## config.mk

```make
export PLATFORM = sky130hd
export DESIGN_NAME = joystick_average_calibrate
export DESIGN_NICKNAME = d
export VERILOG_FILES = /design/src/rtl/core/jac_pkg.sv /design/src/rtl/core/jac_window.sv /design/src/rtl/core/jac_avg.sv /design/src/rtl/core/jac_cal.sv /design/src/rtl/core/joystick_average_calibrate.sv
export SDC_FILE = /design/constraint.sdc
export NUM_CORES = 2
export LEC_CHECK = 0
export BUFFER_PORTS_ARGS = -buffer_cell sky130_fd_sc_hd__buf_2
export CELL_PAD_IN_SITES_DETAIL_PLACEMENT = 1
export CELL_PAD_IN_SITES_GLOBAL_PLACEMENT = 1
export CORE_AREA = 4 4 366 368
export DETAILED_ROUTE_END_ITERATION = 10
export DIE_AREA = 0 0 370 372
export PLACE_DENSITY = 0.95
export SLEW_MARGIN = 20
export SYNTH_ARGS = -nofsm -noshare
export SYNTH_HDL_FRONTEND = slang
export SYNTH_SLANG_ARGS = --single-unit
```

## constraint.sdc

```tcl
create_clock -name i_clk -period 19.01 [get_ports i_clk]
set_input_delay 0.9505 -clock i_clk [delete_from_list [all_inputs] [get_ports i_clk]]
set_output_delay 0.9505 -clock i_clk [all_outputs]
set_load 0.05 [all_outputs]
```

## src/rtl/core/jac_pkg.sv

```systemverilog
// Shared types and constants of the joystick average and calibration block.
`timescale 1ns / 1ps
`default_nettype none

package jac_pkg;

    localparam int CHANNELS = 4;
    localparam int AXES     = 3;
    localparam int FIELD_W  = 12;
    localparam int TIME_W   = 32;
    localparam int PERIOD_W = 8;
    localparam int OFFSET_W = 12;
    localparam int GAIN_W   = 16;
    localparam int CFG_W    = 16;
    localparam int CFG_IDX_W = 3;

    // Gain is Q4.12, so the product carries twelve fraction bits.
    localparam int CAL_FRAC_BITS = 12;
    localparam int CAL_DIFF_W    = OFFSET_W + 1;
    localparam int CAL_PROD_W    = CAL_DIFF_W + GAIN_W;
    localparam int CAL_Q_W       = CAL_PROD_W - CAL_FRAC_BITS;

    localparam logic signed [CAL_Q_W-1:0] OUT_MAX  = CAL_Q_W'(2047);
    localparam logic signed [CAL_Q_W-1:0] OUT_MIN  = -CAL_Q_W'(2048);
    localparam logic        [FIELD_W-1:0] OUT_BIAS = 12'd2048;

    localparam logic [PERIOD_W-1:0] RST_EMIT_PERIOD = 8'd8;
    localparam logic [OFFSET_W-1:0] RST_AXIS0_OFFSET = 12'd2064;
    localparam logic [OFFSET_W-1:0] RST_AXIS1_OFFSET = 12'd2063;
    localparam logic [OFFSET_W-1:0] RST_AXIS2_OFFSET = 12'd2003;
    localparam logic signed [GAIN_W-1:0] RST_AXIS0_GAIN = 16'sd4100;
    localparam logic signed [GAIN_W-1:0] RST_AXIS1_GAIN = 16'sd4103;
    localparam logic signed [GAIN_W-1:0] RST_AXIS2_GAIN = -16'sd4268;

    localparam logic [CFG_IDX_W-1:0] CFG_EMIT_PERIOD = 3'd0;
    localparam logic [CFG_IDX_W-1:0] CFG_AXIS0_OFFSET = 3'd1;
    localparam logic [CFG_IDX_W-1:0] CFG_AXIS1_OFFSET = 3'd2;
    localparam logic [CFG_IDX_W-1:0] CFG_AXIS2_OFFSET = 3'd3;
    localparam logic [CFG_IDX_W-1:0] CFG_AXIS0_GAIN = 3'd4;
    localparam logic [CFG_IDX_W-1:0] CFG_AXIS1_GAIN = 3'd5;
    localparam logic [CFG_IDX_W-1:0] CFG_AXIS2_GAIN = 3'd6;

    typedef struct packed {
        logic [TIME_W-1:0]  tick_time;
        logic [FIELD_W-1:0] sample_ch0;
        logic [FIELD_W-1:0] sample_ch1;
        logic [FIELD_W-1:0] sample_ch2;
        logic [FIELD_W-1:0] sample_ch3;
    } t_in_item;

    typedef struct packed {
        logic [FIELD_W-1:0] axis0_value;
        logic [FIELD_W-1:0] axis1_value;
        logic [FIELD_W-1:0] axis2_value;
        logic [FIELD_W-1:0] channel3_average;
    } t_out_item;

endpackage

`default_nettype wire

```

## src/rtl/core/jac_window.sv

```systemverilog
// Sample ring, running window sums and emit timing.
`timescale 1ns / 1ps
`default_nettype none

module jac_window
    import jac_pkg::*;
#(
    parameter int WINDOW_LEN = 7,
    parameter int SAMPLE_W   = 12,
    parameter int SUM_W      = 15
) (
    input  wire logic                i_clk,
    input  wire logic                i_rst_n,
    input  wire logic                i_accept,
    input  wire logic                i_load,
    input  wire t_in_item            i_item,
    input  wire logic [PERIOD_W-1:0] i_period,
    output logic                     o_emit,
    output logic [SUM_W-1:0]         o_sum [CHANNELS]
);

    localparam int SLOT_W = (WINDOW_LEN > 1) ? $clog2(WINDOW_LEN) : 1;

    logic [SAMPLE_W-1:0] r_ring [WINDOW_LEN][CHANNELS];
    logic [SUM_W-1:0]    r_sum  [CHANNELS];
    logic [SUM_W-1:0]    n_sum  [CHANNELS];
    logic [SUM_W-1:0]    r_snap [CHANNELS];
    logic [SLOT_W-1:0]   r_slot;
    logic [SLOT_W-1:0]   n_slot;
    logic [TIME_W-1:0]   r_last;
    logic [TIME_W-1:0]   elapsed;
    logic [SAMPLE_W-1:0] sample [CHANNELS];

    always_comb begin
        sample[0] = i_item.sample_ch0[SAMPLE_W-1:0];
        sample[1] = i_item.sample_ch1[SAMPLE_W-1:0];
        sample[2] = i_item.sample_ch2[SAMPLE_W-1:0];
        sample[3] = i_item.sample_ch3[SAMPLE_W-1:0];
    end

    // The window sum drops the sample being overwritten and adds the new one.
    always_comb begin
        for (int c = 0; c < CHANNELS; c++) begin
            n_sum[c] = r_sum[c] - SUM_W'(r_ring[r_slot][c]) + SUM_W'(sample[c]);
        end
    end

    assign n_slot  = (r_slot == SLOT_W'(WINDOW_LEN - 1)) ? '0 : r_slot + 1'b1;
    assign elapsed = i_item.tick_time - r_last;
    assign o_emit  = (elapsed >= {{(TIME_W-PERIOD_W){1'b0}}, i_period});

    always_ff @(posedge i_clk) begin
        if (!i_rst_n) begin
            r_slot <= '0;
            r_last <= '0;
            for (int s = 0; s < WINDOW_LEN; s++) begin
                for (int c = 0; c < CHANNELS; c++) begin
                    r_ring[s][c] <= '0;
                end
            end
            for (int c = 0; c < CHANNELS; c++) begin
                r_sum[c] <= '0;
            end
        end else if (i_accept) begin
            r_slot <= n_slot;
            for (int c = 0; c < CHANNELS; c++) begin
                r_ring[r_slot][c] <= sample[c];
                r_sum[c]          <= n_sum[c];
            end
            if (o_emit) begin
                r_last <= i_item.tick_time;
            end
        end
    end

    always_ff @(posedge i_clk) begin
        if (i_load) begin
            for (int c = 0; c < CHANNELS; c++) begin
                r_snap[c] <= n_sum[c];
            end
        end
    end

    assign o_sum = r_snap;

endmodule

`default_nettype wire

```

## src/rtl/core/jac_avg.sv

```systemverilog
// Window average: division of the sums by the window length via a reciprocal.
`timescale 1ns / 1ps
`default_nettype none

module jac_avg
    import jac_pkg::*;
#(
    parameter int WINDOW_LEN = 7,
    parameter int SAMPLE_W   = 12,
    parameter int SUM_W      = 15
) (
    input  wire logic                i_clk,
    input  wire logic                i_load,
    input  wire logic [SUM_W-1:0]    i_sum [CHANNELS],
    output logic      [SAMPLE_W-1:0] o_avg [CHANNELS]
);

    // Rounded-up reciprocal with enough extra bits to be exact for any sum.
    localparam int SHIFT   = SUM_W + $clog2(WINDOW_LEN);
    localparam int RECIP_W = SHIFT + 1;
    localparam logic [63:0] RECIP64 =
        ((64'd1 << SHIFT) + 64'(WINDOW_LEN) - 64'd1) / 64'(WINDOW_LEN);
    localparam logic [RECIP_W-1:0] RECIP = RECIP64[RECIP_W-1:0];
    localparam int PROD_W = SUM_W + RECIP_W;

    logic [PROD_W-1:0]   prod  [CHANNELS];
    logic [SAMPLE_W-1:0] r_avg [CHANNELS];

    always_comb begin
        for (int c = 0; c < CHANNELS; c++) begin
            prod[c] = PROD_W'(i_sum[c]) * PROD_W'(RECIP);
        end
    end

    always_ff @(posedge i_clk) begin
        if (i_load) begin
            for (int c = 0; c < CHANNELS; c++) begin
                r_avg[c] <= prod[c][SHIFT +: SAMPLE_W];
            end
        end
    end

    assign o_avg = r_avg;

endmodule

`default_nettype wire

```

## src/rtl/core/jac_cal.sv

```systemverilog
// Offset and gain calibration of one axis, in two registered steps.
`timescale 1ns / 1ps
`default_nettype none

module jac_cal
    import jac_pkg::*;
#(
    parameter int SAMPLE_W = 12
) (
    input  wire logic                     i_clk,
    input  wire logic                     i_load_prod,
    input  wire logic                     i_load_out,
    input  wire logic [SAMPLE_W-1:0]      i_avg,
    input  wire logic [OFFSET_W-1:0]      i_offset,
    input  wire logic signed [GAIN_W-1:0] i_gain,
    output logic      [FIELD_W-1:0]       o_value
);

    logic signed [CAL_DIFF_W-1:0] diff;
    logic signed [CAL_PROD_W-1:0] n_prod;
    logic signed [CAL_PROD_W-1:0] r_prod;
    logic signed [CAL_PROD_W-1:0] biased;
    logic signed [CAL_Q_W-1:0]    quot;
    logic signed [CAL_Q_W-1:0]    clipped;
    logic        [FIELD_W-1:0]    r_value;

    assign diff   = $signed({1'b0, OFFSET_W'(i_avg)}) - $signed({1'b0, i_offset});
    assign n_prod = CAL_PROD_W'(diff) * CAL_PROD_W'(i_gain);

    // A negative product is biased up first so the shift truncates toward zero.
    assign biased = r_prod[CAL_PROD_W-1]
                  ? r_prod + CAL_PROD_W'((1 << CAL_FRAC_BITS) - 1) : r_prod;
    assign quot   = CAL_Q_W'(biased >>> CAL_FRAC_BITS);

    always_comb begin
        if (quot > OUT_MAX) begin
            clipped = OUT_MAX;
        end else if (quot < OUT_MIN) begin
            clipped = OUT_MIN;
        end else begin
            clipped = quot;
        end
    end

    always_ff @(posedge i_clk) begin
        if (i_load_prod) begin
            r_prod <= n_prod;
        end
        if (i_load_out) begin
            r_value <= clipped[FIELD_W-1:0] + OUT_BIAS;
        end
    end

    assign o_value = r_value;

endmodule

`default_nettype wire

```

## src/rtl/core/joystick_average_calibrate.sv

```systemverilog
// Top level of the joystick window average and axis calibration block.
`timescale 1ns / 1ps
`default_nettype none

// Every request carries a timestamp and four ADC samples; one request per cycle
// is sustained unless the pipeline is full and the output stalled. Each request
// updates a ring of the last WINDOW_LEN sample sets and a running sum per channel;
// when at least emit_period ticks have passed since the last result, it yields one
// result through the registered window snapshot, reciprocal multiply for the
// average, gain multiply and saturation into the output register. A waiting result
// does not stop new requests while the pipeline has a free stage. Configuration is
// written through a plain write port; the user must write it only while idle, the block itself does not enforce this.
module joystick_average_calibrate
    import jac_pkg::*;
#(
    parameter int WINDOW_LEN  = 7,
    parameter int SAMPLE_BITS = 12
) (
    input  wire logic                 i_clk,
    input  wire logic                 i_rst_n,
    input  wire logic                 i_in_valid,
    output logic                      o_in_ready,
    input  wire t_in_item             i_in_data,
    output logic                      o_out_valid,
    input  wire logic                 i_out_ready,
    output t_out_item                 o_out_data,
    input  wire logic                 i_cfg_wr_en,
    input  wire logic [CFG_IDX_W-1:0] i_cfg_index,
    input  wire logic [CFG_W-1:0]     i_cfg_data
);

    // Input fields are twelve bits, so no more than twelve sample bits remain.
    localparam int SAMPLE_W = (SAMPLE_BITS < FIELD_W) ? SAMPLE_BITS : FIELD_W;
    localparam int SUM_W    = SAMPLE_W + $clog2(WINDOW_LEN);

    logic [PERIOD_W-1:0]       r_period;
    logic [OFFSET_W-1:0]       r_offset [AXES];
    logic signed [GAIN_W-1:0]  r_gain   [AXES];

    logic r_v1, r_v2, r_v3, r_vo;
    logic load1, load2, load3, load_o;
    logic accept, emit;

    logic [SUM_W-1:0]    sum [CHANNELS];
    logic [SAMPLE_W-1:0] avg [CHANNELS];
    logic [FIELD_W-1:0]  axis_value [AXES];
    logic [FIELD_W-1:0]  r_ch3_s3;
    logic [FIELD_W-1:0]  r_ch3_out;

    always_ff @(posedge i_clk) begin
        if (!i_rst_n) begin
            r_period    <= RST_EMIT_PERIOD;
            r_offset[0] <= RST_AXIS0_OFFSET;
            r_offset[1] <= RST_AXIS1_OFFSET;
            r_offset[2] <= RST_AXIS2_OFFSET;
            r_gain[0]   <= RST_AXIS0_GAIN;
            r_gain[1]   <= RST_AXIS1_GAIN;
            r_gain[2]   <= RST_AXIS2_GAIN;
        end else if (i_cfg_wr_en) begin
            case (i_cfg_index)
                CFG_EMIT_PERIOD:  r_period    <= i_cfg_data[PERIOD_W-1:0];
                CFG_AXIS0_OFFSET: r_offset[0] <= i_cfg_data[OFFSET_W-1:0];
                CFG_AXIS1_OFFSET: r_offset[1] <= i_cfg_data[OFFSET_W-1:0];
                CFG_AXIS2_OFFSET: r_offset[2] <= i_cfg_data[OFFSET_W-1:0];
                CFG_AXIS0_GAIN:   r_gain[0]   <= $signed(i_cfg_data[GAIN_W-1:0]);
                CFG_AXIS1_GAIN:   r_gain[1]   <= $signed(i_cfg_data[GAIN_W-1:0]);
                CFG_AXIS2_GAIN:   r_gain[2]   <= $signed(i_cfg_data[GAIN_W-1:0]);
                default: ;
            endcase
        end
    end

    // A stage takes new data when it is empty or its content moves on.
    assign load_o = !r_vo || i_out_ready;
    assign load3  = !r_v3 || load_o;
    assign load2  = !r_v2 || load3;
    assign load1  = !r_v1 || load2;

    assign o_in_ready = load1;
    assign accept     = i_in_valid && load1;

    always_ff @(posedge i_clk) begin
        if (!i_rst_n) begin
            r_v1 <= 1'b0;
            r_v2 <= 1'b0;
            r_v3 <= 1'b0;
            r_vo <= 1'b0;
        end else begin
            if (load1) begin
                r_v1 <= accept && emit;
            end
            if (load2) begin
                r_v2 <= r_v1;
            end
            if (load3) begin
                r_v3 <= r_v2;
            end
            if (load_o) begin
                r_vo <= r_v3;
            end
        end
    end

    jac_window #(
        .WINDOW_LEN (WINDOW_LEN),
        .SAMPLE_W   (SAMPLE_W),
        .SUM_W      (SUM_W)
    ) u_window (
        .i_clk    (i_clk),
        .i_rst_n  (i_rst_n),
        .i_accept (accept),
        .i_load   (load1),
        .i_item   (i_in_data),
        .i_period (r_period),
        .o_emit   (emit),
        .o_sum    (sum)
    );

    jac_avg #(
        .WINDOW_LEN (WINDOW_LEN),
        .SAMPLE_W   (SAMPLE_W),
        .SUM_W      (SUM_W)
    ) u_avg (
        .i_clk  (i_clk),
        .i_load (load2),
        .i_sum  (sum),
        .o_avg  (avg)
    );

    for (genvar a = 0; a < AXES; a++) begin : g_axis
        jac_cal #(
            .SAMPLE_W (SAMPLE_W)
        ) u_cal (
            .i_clk       (i_clk),
            .i_load_prod (load3),
            .i_load_out  (load_o),
            .i_avg       (avg[a]),
            .i_offset    (r_offset[a]),
            .i_gain      (r_gain[a]),
            .o_value     (axis_value[a])
        );
    end

    // The channel 3 average never exceeds the twelve-bit field, so it passes as is.
    always_ff @(posedge i_clk) begin
        if (load3) begin
            r_ch3_s3 <= FIELD_W'(avg[3]);
        end
        if (load_o) begin
            r_ch3_out <= r_ch3_s3;
        end
    end

    assign o_out_valid = r_vo;
    assign o_out_data  = '{
        axis0_value:      axis_value[0],
        axis1_value:      axis_value[1],
        axis2_value:      axis_value[2],
        channel3_average: r_ch3_out
    };

endmodule

`default_nettype wire

```

==> out/results.tsv <==
metric	value	unit
# DRC	0	
Worst Hold Class	in -> reg	
CTS tree	built	
GRT Residual Overflow	0	
share of post-route cells with drive strength above 1	0.0844	
number of detailed-route iterations in the first pass	6	
FMAX	95.3	MHz
Std-Cell Rows	133	
Post-synth top cells	inv_1, ha_1, edfxtp_1	
final WL	272000	um
Nets	8234	
syn avg cell area	11.2	um2
Syn Nets	8167	
relative slew slack	0.208	
CP top delay family	compound AO/OA/AOI/OAI gates	
WP buf/inv	5	
antenna-violating nets left	0	
GRT Total Usage	0.387	
Max Cap Viol	0	
first-pass GRT wire length	398000	um
CTS Buf Count	94	
largest net degree at the start of global routing	83	
r2r setup slk	8510	ps
Layout area overhead	8.15	%
via count	56300	
vias per cell	6.70	
kind of critical path	reg -> reg	
Clock transition at path regs	70	ps
starting density of the core	0.557	
Max Slew Vio Count	0	
Synth top area share	0.323	
CP peak stage delay	770	ps
Final setup viols	0	
most used cell, CP	fa_1	
Slew @ Worst Pin	1190	ps
Setup TNS	0	ps
largest cells by area after synthesis	edfxtp_1, fa_1, ha_1, inv_1, and2_1	
Final Cycle Share	0.552	
worst-path maximum fanout	17	
Clock Sinks	833	
CTS root buffer	clkbuf_16	
cts repair resizes	0	
cell count after synthesis	6492	
routed len/inst	32.4	um
die height	372	um
DRT iter0 DRCs	6630	
HPWL after DPL	174000	um
CTS H-tree lvls	3	
Die W	370	um
asr flop ratio synth	0	
highest-delay cell along the critical path	a2111oi_0	
Synth Flop Type	edfxtp_1	
count leader, synth	inv_1	
unrepaired setup endpoints after global routing	no	
startpoint types	flip-flop	
CTS Hold Bufs	0	
# port buffers	153	
Distinct cells, synth	74	
Synth area leader	edfxtp_1	
CTS Buffer Depth	3	
post-synthesis sequential area ratio	0.337	
min cycle time layout	10500	ps
Clock Latency Late Sink	820	ps
Synth warnings	0	
top-level I/O count	154	
CP endpoint kind	flip-flop	
CP required	19550	ps
core area	0.131	mm2
Layout Skew	75.3	ps
vias in the first global route	63900	
die area	0.138	mm2
synthesized area	0.0728	mm2
Worst EP arrival	11040	ps
postcts setup bufs	0	
Synth Register Bits	833	
initial antenna violation count	16	
Fin. Hold Viols	0	
Post-synth EDFFs	783	
GP Congestion	0.889	
status	completed	
[metrics by stage]
step	area (um2)	utilization	cells	setup WS, ps	hold WS, ps
after floorplan	72800	-	6492	10960	400
after global placement	75400	0.577	8214	10150	408
after detailed placement	75400	0.577	8214	9430	409
after CTS	78600	0.601	8387	8870	343
after global routing	78700	0.602	8402	8260	360
final	78800	0.602	8408	8510	352
[final cells by class]
cell class	count	area, um2
Clock buffer	114	2440
Timing Repair Buffer	215	1300
Fill cell	13300	52000
Tap cell	1755	2200
Multi-Input combinational cell	4288	43300
Sequential cell	833	24500
Antenna cell	17	42.5
Clock inverter	59	687
Inverter	1127	4230
[cells in the final DEF (no fill, tap or decap), drive strengths merged, types with 20 or more instances in the layout]
cell    netlist  routed
xor2         85      85
dfxtp        50      50
a211oi       20      20
and2        350     350
inv        1127    1133
nor2b        79      79
nor2        216     216
nand2       524     524
mux2         48      48
mux4         96      96
nand2b       83      83
o21a         29      29
edfxtp      783     783
nor4        191     191
nand3        52      52
o21bai       37      37
xnor2       184     184
ha          796     796
o21ai       125     125
clkinv        0      41
a21oi       148     148
nand4        22      22
a21boi       24      24
buf          16     215
a21o         62      62
and3         23      23
fa          775     775
mux2i        35      35
clkbuf      228     114
nor3        134     134
[layer usage]
layer / track usage / up-vias / wire length [um]
met2: 0.666 / 4689 / 133000
met3: 0.0890 / 1847 / 26100
li1: - / 21900 / -
met4: 0.317 / 6 / 28100
met1: 0.405 / 27900 / 84900
met5: 0 / - / 33
[worst paths after layout]
| kind | start | to | cells after the start |
|---|---|---|---|
| setup / recovery | u_avg.o_avg[24]$_DFFE_PP_ | g_axis[1].u_cal.r_prod[27]$_DFFE_PP_ | 36 |
| hold reg to reg | r_ch3_s3[0]$_DFFE_PP_ | r_ch3_out[0]$_DFFE_PP_ | 0 |
| setup reg to reg | u_avg.o_avg[24]$_DFFE_PP_ | g_axis[1].u_cal.r_prod[27]$_DFFE_PP_ | 36 |
| hold / removal | i_in_data[22] | u_window.r_ring[7][22]$_DFFE_PP_ | 1 |
[sequential cells by signal, summed over array words and instances, names as in the netlist, named ones only]
name and cells:
r_offset 36, r_v3 1, u_window.r_last 32, u_window.r_slot 3
r_gain 48, r_ch3_s3 12, g_axis.u_cal.o_value 36, r_v1 1
r_period 8, o_out_valid 1, u_window.r_sum 60, u_window.r_ring 384
r_v2 1, u_avg.o_avg 48, g_axis.u_cal.r_prod 87, r_ch3_out 12
u_window.o_sum 60
[logic make-up after synthesis]
kind of cell,count (synthesis),share of synthesized area
simple gates,1725,0.120
fa+ha+maj,1571,0.350
buf+inv,1371,0.0710
flops,833,0.337
compound gates,544,0.0481
xor+xnor,269,0.0324
mux,179,0.0419
Power is left out: the tool's default activity adds up to more than one toggle a clock period on the data nets, which glitch-free logic cannot reach.
